### config.mk
export PLATFORM = sky130hd
export DESIGN_NAME = xorshift64_star_prng_wang_seeded_core
export DESIGN_NICKNAME = d
export VERILOG_FILES = /design/src/rtl/core/xs64_pkg.sv /design/src/rtl/core/xorshift64_star_prng_wang_seeded_core.sv /design/src/rtl/core/xs64_seed_hash.sv /design/src/rtl/core/xs64_scramble.sv
export SDC_FILE = /design/constraint.sdc
export NUM_CORES = 2
export LEC_CHECK = 0
export ABC_AREA = 1
export BUFFER_PORTS_ARGS = -buffer_cell sky130_fd_sc_hd__buf_2
export CORE_MARGIN = 2
export CORE_UTILIZATION = 48
export CTS_CLUSTER_SIZE = 25
export DETAILED_ROUTE_END_ITERATION = 10
export GPL_ROUTABILITY_DRIVEN = 0
export SLEW_MARGIN = 30
export SYNTH_ARGS = -nofsm -noshare
export SYNTH_HDL_FRONTEND = slang
export SYNTH_SLANG_ARGS = --single-unit
### constraint.sdc
create_clock -name aclk -period 11.1 [get_ports aclk]
set_clock_uncertainty 0.2 [all_clocks]
set_input_delay 1.11 -clock aclk [delete_from_list [all_inputs] [get_ports aclk]]
set_output_delay 1.11 -clock aclk [all_outputs]
set_load 0.01 [all_outputs]
### src/rtl/core/xs64_pkg.sv
// Shared types, constants and hash helpers for the xorshift64* generator.
package xs64_pkg;

    localparam int unsigned WORD_W = 64;
    localparam int unsigned HALF_W = 32;

    typedef logic [WORD_W-1:0] word_t;
    typedef logic [HALF_W-1:0] half_t;

    localparam word_t DEFAULT_SEED  = 64'h0139_408D_CBBF_7A44;
    localparam word_t XS_MULTIPLIER = 64'h2545_F491_4F6C_DD1D;
    localparam half_t XS_MULT_LO    = XS_MULTIPLIER[HALF_W-1:0];
    localparam half_t XS_MULT_HI    = XS_MULTIPLIER[WORD_W-1:HALF_W];

    // Request operation codes; the fourth code leaves the state alone.
    typedef enum logic [1:0] {
        OP_DRAW   = 2'd0,
        OP_RESEED = 2'd1,
        OP_LOAD   = 2'd2
    } op_t;

    // Seed hash sequencer: four mixing rounds then the zero fix-up.
    typedef enum logic [2:0] {
        HS_IDLE = 3'd0,
        HS_MIX0 = 3'd1,
        HS_MIX1 = 3'd2,
        HS_MIX2 = 3'd3,
        HS_MIX3 = 3'd4,
        HS_FIX  = 3'd5
    } hash_state_t;

    typedef struct packed {
        logic  busy;
        word_t seed_hash;
    } hash_status_t;

    // Request in flight towards the output scrambler.
    typedef struct packed {
        logic  draw;
        word_t state;
    } item_t;

    // One mixing round each; multiplies by 265 and 21 are shift-adds.
    function automatic word_t mix_round0(input word_t k);
        return (~k) + (k << 21);
    endfunction

    function automatic word_t mix_round1(input word_t k);
        word_t t;
        t = k ^ (k >> 24);
        return t + (t << 3) + (t << 8);
    endfunction

    function automatic word_t mix_round2(input word_t k);
        word_t t;
        t = k ^ (k >> 14);
        return t + (t << 2) + (t << 4);
    endfunction

    function automatic word_t mix_round3(input word_t k);
        word_t t;
        t = k ^ (k >> 28);
        return t + (t << 31);
    endfunction

    // Whole hash, used for elaboration-time constants only.
    function automatic word_t mix64(input word_t k);
        return mix_round3(mix_round2(mix_round1(mix_round0(k))));
    endfunction

    function automatic word_t seed_to_state(input word_t s);
        word_t h;
        h = mix64(s);
        return (h == '0) ? mix64(h) : h;
    endfunction

    localparam word_t MIX64_OF_ZERO = mix64(64'd0);
    localparam word_t RESET_STATE   = seed_to_state(DEFAULT_SEED);

endpackage

### src/rtl/core/xorshift64_star_prng_wang_seeded_core.sv
// Top level of the xorshift64* generator with hashed reseed.
//
//  channel  direction  handshake           payload
//  s_       request in s_valid / s_ready   s_operation, s_state_value
//  m_       result out m_valid / m_ready   m_random_value, m_current_state
//  cfg_     write only cfg_we              cfg_wdata (seed)
//
// One request accepted per clock unless m_ready or a seed hash stalls s_ready;
// its result reaches m_ through the stage register, partial-product register
// and output register. A seed write holds s_ready low in the write cycle and
// while the hash runs (four mixing rounds, zero fix-up). The next-state logic
// (three xorshifts and a mux) feeds the state register directly, closing the
// state loop. Stalls on m_ready back up stage by stage, so bubbles are squeezed
// out before s_ready drops.
// Reset (aresetn, synchronous, active low) loads the default seed's hash.
module xorshift64_star_prng_wang_seeded_core (
    input  logic                  aclk,
    input  logic                  aresetn,
    input  logic                  cfg_we,
    input  xs64_pkg::word_t       cfg_wdata,
    input  logic                  s_valid,
    output logic                  s_ready,
    input  logic [1:0]            s_operation,
    input  xs64_pkg::word_t       s_state_value,
    output logic                  m_valid,
    input  logic                  m_ready,
    output xs64_pkg::word_t       m_random_value,
    output xs64_pkg::word_t       m_current_state
);
    import xs64_pkg::*;

    hash_status_t hash_status;

    word_t gen_state_reg, gen_state_next;
    logic  stage_valid_reg;
    item_t stage_item_reg, stage_item_next;

    logic  scr_ready;
    logic  stage_en;
    logic  accept;
    word_t shifted;

    xs64_seed_hash u_seed_hash (
        .aclk      (aclk),
        .aresetn   (aresetn),
        .cfg_we    (cfg_we),
        .cfg_wdata (cfg_wdata),
        .status    (hash_status)
    );

    // Stage register refills when empty or when the scrambler takes its contents.
    assign stage_en = !stage_valid_reg || scr_ready;
    assign s_ready  = stage_en && !hash_status.busy;
    assign accept   = s_valid && s_ready;

    // xorshift update of the current state
    always_comb begin
        shifted = gen_state_reg ^ (gen_state_reg >> 12);
        shifted = shifted ^ (shifted << 25);
        shifted = shifted ^ (shifted >> 27);
    end

    // Next state per request; the unused code keeps the state.
    always_comb begin
        gen_state_next       = gen_state_reg;
        stage_item_next.draw = 1'b0;
        unique case (op_t'(s_operation))
            OP_DRAW: begin
                gen_state_next       = shifted;
                stage_item_next.draw = 1'b1;
            end
            OP_RESEED: begin
                gen_state_next = hash_status.seed_hash;
            end
            OP_LOAD: begin
                gen_state_next = s_state_value;
            end
            default: begin
                gen_state_next = gen_state_reg;
            end
        endcase
        stage_item_next.state = gen_state_next;
    end

    always_ff @(posedge aclk) begin
        if (!aresetn) begin
            gen_state_reg   <= RESET_STATE;
            stage_valid_reg <= 1'b0;
        end else begin
            if (accept) begin
                gen_state_reg <= gen_state_next;
            end
            if (stage_en) begin
                stage_valid_reg <= accept;
            end
        end
    end

    always_ff @(posedge aclk) begin
        if (accept) begin
            stage_item_reg <= stage_item_next;
        end
    end

    xs64_scramble u_scramble (
        .aclk            (aclk),
        .aresetn         (aresetn),
        .in_valid        (stage_valid_reg),
        .in_ready        (scr_ready),
        .in_item         (stage_item_reg),
        .m_valid         (m_valid),
        .m_ready         (m_ready),
        .m_random_value  (m_random_value),
        .m_current_state (m_current_state)
    );

endmodule

### src/rtl/core/xs64_seed_hash.sv
// Seed register and multi-cycle hash of the seed into a ready-to-load state.
module xs64_seed_hash (
    input  logic                  aclk,
    input  logic                  aresetn,
    input  logic                  cfg_we,
    input  xs64_pkg::word_t       cfg_wdata,
    output xs64_pkg::hash_status_t status
);
    import xs64_pkg::*;

    hash_state_t state_reg, state_next;
    word_t       work_reg, work_next;
    word_t       hash_reg, hash_next;

    always_ff @(posedge aclk) begin
        if (!aresetn) begin
            state_reg <= HS_IDLE;
            hash_reg  <= RESET_STATE;
        end else begin
            state_reg <= state_next;
            hash_reg  <= hash_next;
        end
    end

    always_ff @(posedge aclk) begin
        work_reg <= work_next;
    end

    // A write always restarts the hash on the new seed.
    always_comb begin
        state_next = state_reg;
        work_next  = work_reg;
        hash_next  = hash_reg;
        if (cfg_we) begin
            state_next = HS_MIX0;
            work_next  = cfg_wdata;
        end else begin
            unique case (state_reg)
                HS_IDLE: begin
                    state_next = HS_IDLE;
                end
                HS_MIX0: begin
                    work_next  = mix_round0(work_reg);
                    state_next = HS_MIX1;
                end
                HS_MIX1: begin
                    work_next  = mix_round1(work_reg);
                    state_next = HS_MIX2;
                end
                HS_MIX2: begin
                    work_next  = mix_round2(work_reg);
                    state_next = HS_MIX3;
                end
                HS_MIX3: begin
                    work_next  = mix_round3(work_reg);
                    state_next = HS_FIX;
                end
                HS_FIX: begin
                    // zero hash: a second hash of zero is a fixed constant
                    hash_next  = (work_reg == '0) ? MIX64_OF_ZERO : work_reg;
                    state_next = HS_IDLE;
                end
                default: begin
                    state_next = HS_IDLE;
                end
            endcase
        end
    end

    assign status.busy      = (state_reg != HS_IDLE) || cfg_we;
    assign status.seed_hash = hash_reg;

endmodule

### src/rtl/core/xs64_scramble.sv
// Two-stage 64x64 (low half) multiply of the state by the xorshift64* constant.
module xs64_scramble (
    input  logic                  aclk,
    input  logic                  aresetn,
    input  logic                  in_valid,
    output logic                  in_ready,
    input  xs64_pkg::item_t       in_item,
    output logic                  m_valid,
    input  logic                  m_ready,
    output xs64_pkg::word_t       m_random_value,
    output xs64_pkg::word_t       m_current_state
);
    import xs64_pkg::*;

    logic  prod_valid_reg;
    logic  prod_draw_reg;
    word_t prod_state_reg;
    word_t prod_lo_reg;
    half_t cross_a_reg;
    half_t cross_b_reg;
    logic  out_valid_reg;
    word_t out_random_reg;
    word_t out_state_reg;

    logic  out_en;
    logic  prod_en;
    half_t cross_sum;
    word_t product;
    half_t cross_a_full;
    half_t cross_b_full;

    assign out_en   = !out_valid_reg || m_ready;
    assign prod_en  = !prod_valid_reg || out_en;
    assign in_ready = prod_en;

    // cross terms only matter modulo 2^32
    assign cross_a_full = in_item.state[WORD_W-1:HALF_W] * XS_MULT_LO;
    assign cross_b_full = in_item.state[HALF_W-1:0] * XS_MULT_HI;

    always_ff @(posedge aclk) begin
        if (!aresetn) begin
            prod_valid_reg <= 1'b0;
            out_valid_reg  <= 1'b0;
        end else begin
            if (prod_en) begin
                prod_valid_reg <= in_valid;
            end
            if (out_en) begin
                out_valid_reg <= prod_valid_reg;
            end
        end
    end

    always_ff @(posedge aclk) begin
        if (prod_en && in_valid) begin
            prod_draw_reg  <= in_item.draw;
            prod_state_reg <= in_item.state;
            prod_lo_reg    <= WORD_W'(in_item.state[HALF_W-1:0]) * WORD_W'(XS_MULT_LO);
            cross_a_reg    <= cross_a_full;
            cross_b_reg    <= cross_b_full;
        end
        if (out_en && prod_valid_reg) begin
            out_random_reg <= prod_draw_reg ? product : '0;
            out_state_reg  <= prod_state_reg;
        end
    end

    assign cross_sum = cross_a_reg + cross_b_reg;
    assign product   = prod_lo_reg + {cross_sum, half_t'(0)};

    assign m_valid         = out_valid_reg;
    assign m_random_value  = out_random_reg;
    assign m_current_state = out_state_reg;

endmodule
* Word-level counts from Yosys, hierarchy flattened *
Index checks and enable logic that the tools add are counted.

storage, ports and cells
  bits of input ports = 135
  output and inout bits = 130
  word-level logic and storage cells = 69
  flip-flop bits (word level) = 583

cells by class
  reductions and logical operators = 18
  muxes and demuxes = 7
  add/subtract/negate cells = 8
  multipliers = 3
  eq/ne operators = 7
  bitwise gates (word level) = 9

operators by type and width
  operator                                                                count
  64-bit adder                                                            6
  64-bit case mux with 4 select lines                                     1
  64-bit case mux with 3 select lines                                     1
  64-bit two-way mux                                                      2
  63-bit by 64-bit adder with 64-bit output                               1
  64-bit logical NOT                                                      1
  64-bit NOT                                                              1
  64-bit by 36-bit bitwise XOR with 64-bit output                         1
  64-bit by 37-bit bitwise XOR with 64-bit output                         1
  64-bit by 40-bit bitwise XOR with 64-bit output                         1
  64-bit by 50-bit bitwise XOR with 64-bit output                         1
  64-bit by 52-bit bitwise XOR with 64-bit output                         1
  64-bit bitwise XOR                                                      1
  32-bit by 31-bit multiplier with 63-bit output (second input constant)  1
  32-bit adder                                                            1
  32-bit by 30-bit multiplier with 32-bit output (second input constant)  1
  32-bit by 31-bit multiplier with 32-bit output (second input constant)  1
  3-bit case mux with 4 select lines                                      1
  3-bit by 2-bit == test with 1-bit output (second input constant)        2
  3-bit == test (second input constant)                                   2
  5-bit nonzero test                                                      1
  1-bit logical AND                                                       4
  1-bit logical NOT                                                       4
  1-bit logical OR                                                        4
  other kinds (9)                                                         11

* Longest topological paths before layout *
  depth after elaboration = 6
  gate-level depth with buffers = 29
  depth with buffers taken out = 29

* Hierarchy *
A second synthesis with hierarchy kept.

second synthesis, totals
  cell total of the unflattened synthesis = 11147
  area, all modules = 84700.0 um^2

modules (own cells, without submodules)
  module                                 instances  area each (um^2)  cells an instance  sequential area each (um^2)
  xs64_scramble                          1          49376.1           5099               9409.0
  xs64_seed_hash                         1          26650.6           4684               3263.1
  xorshift64_star_prng_wang_seeded_core  1          8673.3            1364               3253.1

* Worst setup path after synthesis *
Ideal clock, no wire load.

  kind = input-to-reg
  start point = input port m_ready
  end point = register u_scramble.out_state_reg[0], in the netlist u_scramble.m_current_state[0] (enable)
  buffers on the path = 0
  required time = 10.243 ns
  slack = 2.963 ns
  arrival time = 7.279 ns
  setup time = 0.657 ns
  stages on the path = 2
  cell sequence = inv_1 > a21oi_1

between the ends
  cells in the longest elaborated chain, start to end = 2

RTL lines
  what                  line                                         text
  start, declared       xorshift64_star_prng_wang_seeded_core.sv:26  input logic m_ready,
  1-bit logical OR      xs64_scramble.sv:32                          assign out_en = !out_valid_reg || m_ready;
  1-bit logical AND     xs64_scramble.sv:62                          if (out_en && prod_valid_reg) begin
  end signal, assigned  xs64_scramble.sv:64                          out_state_reg <= prod_state_reg;
  end, declared         xs64_scramble.sv:23                          word_t out_state_reg;

No other way between the ends.
A chain may end at the register's enable or synchronous reset.

* Final worst setup path *
  start point = register stage_item_reg[16] (netlist name)
  end point = register u_scramble.prod_lo_reg[57] (data pin)

between the ends
  cells in the longest elaborated chain, start to end = 1

RTL lines
  what                                            line                                          text
  start, declared                                 xorshift64_star_prng_wang_seeded_core.sv:36   item_t stage_item_reg, stage_item_next;
  start signal, assigned                          xorshift64_star_prng_wang_seeded_core.sv:101  stage_item_reg <= stage_item_next;
  32-bit by 31-bit multiplier with 63-bit output  xs64_scramble.sv:58                           prod_lo_reg <= WORD_W'(in_item.state[HALF_W-1:0]) * WORD_W'(XS_MULT_LO);
  end signal, assigned                            xs64_scramble.sv:58
  end, declared                                   xs64_scramble.sv:18                           word_t prod_lo_reg;

No other way between the ends.

==> metrics <==
number of library cell types mapped by synthesis=61; I/O pin count=265; CP bufs+invs=7; H-Tree Depth=3; Post-Synthesis Cells=10400; worst min-delay path category=reg2reg; Async SR Flop Fraction=0%; min Tclk post-route=7.74 ns; hold_buf cts=0; # fillers=16500; Via density=5.60; # rows=151; Finished Cell Area=88900 µm²; worst-path cell chain=inv_1 -> fa_1 -> inv_1 -> fa_1 -> fa_1 -> inv_1 -> fa_1 -> inv_1 -> fa_1 -> fa_1 -> inv_1 -> fa_1 -> inv_1 -> ha_1 -> ha_1 -> nand2_1 -> inv_1 -> a21oi_1 -> o21ai_0 -> a221oi_1 -> nand3_1 -> xor2_1; CTS tree=done; layout cells sized above 1=5.47%; final net count=12700; Slew HR=22.4%; Ys Warns=0; max reg flops=65; Commonest cells post-synth=inv_1 (2468), nand2_1 (2265), ha_1 (964); post-detail-place hpwl=258 mm; vias in the first global route=71600; Worst Path Required=11.35 ns; status=finished clean; Post-synth EDFFs=441; largest net degree at the start of global routing=93; postcts setup bufs=0; via count=72700; flops & latches, synth=575; Reg clk slew, reported paths=0.07 ns; GRT Overall Usage=35.8%; crit path kind=reg2reg; residual DRC count=0; Clk Latency, worst-skew pair=0.75 ns; Most used DFF post-synth=edfxtp_1; Die Wd=418 µm; setup TNS=0 ns; Setup crit start kind=flip-flop; # resized after CTS=0; CTS Buf Count=73; Crit Path Max Fanout=13; Slew @ Worst Pin=1.16 ns; post-route insts no fill=13000; clk sinks=575; DRT Pass-1 Iters=10; Routed WL=313 mm; final hold vios=0; DRT iter0 DRCs=7700; die area=175000 µm²; PortBufs=264; Syn Nets=12500; Area growth syn-to-layout=8.12%; DP Cell Count=12800; Max-Cap Viols=0; final setup fails=0; most frequent cell after synthesis=inv_1; top cell type's share of synthesized area=22.5%; final worst slack=3.36 ns; Placed Area=86200 µm²; Starting Density=48.4%; root buffer cell=clkbuf_16; CTS Buffer Depth=3; slowest stage cell, crit path=edfxtp_1; largest stage delay on the critical path=0.86 ns; Final period util=69.7%; Crit path max-delay family=adder cells; WP data arrival=7.99 ns; pre-CTS setup slack=3.52 ns; synth top area cells=fa_1 (23%), edfxtp_1 (16%), ha_1 (15%), inv_1 (11%), nand2_1 (10%); WL/cell=24.1 µm; Final Max Slew Viols=0; unrepaired setup endpoints after global routing=no; Die Span Y=418 µm; synthesized area=82200 µm²; syn_area_per_cell=7.88 µm²; first-pass GRT wire length=458 mm; Synth area leader=fa_1; DRT antenna net count=0; Critical Path End Type=flip-flop; post-synthesis sequential area ratio=19.4%; GR Overflow Total=0; Max Clock Freq=129 MHz; Core Box Area=170000 µm²; antenna violations before repair=15
## metal layers
metal	wire [µm]	global-route usage [%]	vias to the layer above
met1	118000	44.1	34600
li1	-	-	33200
met2	133000	54.0	3818
met4	30000	27.1	16
met3	31900	9.10	1028
met5	97	0	-
## through the flow
step / hold slack [ns] / util (%)
2_1_floorplan: 0.200 / -
3_3_place_gp: 0.202 / 50.8
3_5_place_dp: 0.205 / 50.8
4_1_cts: 0.219 / 52.3
5_1_grt: 0.222 / 52.4
6_report: 0.219 / 52.4
## placed cells by master, fill, tap and decap left out, types with 134 or more instances in the layout
cell / netlist / final
ha_1: 964 / 964
nand2_1: 2265 / 2264
a21oi_1: 540 / 539
xor2_1: 183 / 182
nand4_1: 148 / 148
fa_1: 924 / 924
edfxtp_1: 441 / 441
xnor2_1: 219 / 219
inv_1: 2468 / 2466
dfxtp_1: 134 / 134
buf_2: 36 / 264
nor2_1: 659 / 655
nand3_1: 455 / 453
o21ai_0: 354 / 353
## cell type report
| class | instances | area, µm² | area share [%] |
|---|---|---|---|
| timing repair buffer | 340 | 1920 | 2.16 |
| sequential | 575 | 15900 | 17.9 |
| multi-input combinational | 7213 | 56300 | 63.4 |
| clock inverter | 42 | 505 | 0.569 |
| inverter | 2482 | 9330 | 10.5 |
| tap | 2218 | 2780 | 3.12 |
| clock buffer | 94 | 2070 | 2.32 |
| antenna | 9 | 22.5 | 0.0253 |
## worst paths after layout
path / startpoint / endpoint / depth (start not counted) / slack, ns
min: u_scramble.prod_state_reg[53] / u_scramble.m_current_state[53] / 0 / 0.22
max reg2reg: stage_item_reg[16] / u_scramble.prod_lo_reg[57] / 22 / 3.36
max: stage_item_reg[16] / u_scramble.prod_lo_reg[57] / 22 / 3.36
min reg2reg: u_scramble.prod_state_reg[53] / u_scramble.m_current_state[53] / 0 / 0.22
## cell families after synthesis
family                     Yosys count  synth area share [%]
AOI/OAI and AO/OA                 1192                  8.09
xor gates and xnor gates           402                  4.28
adders and majority gates         1888                  37.2
buffers and inverters             2642                  12.2
DFF                                575                  19.4
and+or+nand+nor                   3731                  18.9
## worst reg2reg max path, stage by stage, from the launching register on
cell      delay, ns
edfxtp_1       0.86
inv_1          0.49
fa_1           0.57
inv_1          0.17
fa_1           0.47
fa_1           0.54
inv_1          0.05
fa_1           0.47
inv_1          0.05
fa_1           0.45
fa_1           0.49
inv_1          0.05
fa_1           0.47
inv_1          0.04
ha_1           0.27
ha_1           0.35
nand2_1        0.18
inv_1          0.06
a21oi_1        0.34
o21ai_0        0.21
a221oi_1       0.39
nand3_1        0.15
xor2_1         0.16
Power is left out: the tool's default activity adds up to more than one toggle a clock period on the data nets, which glitch-free logic cannot reach.
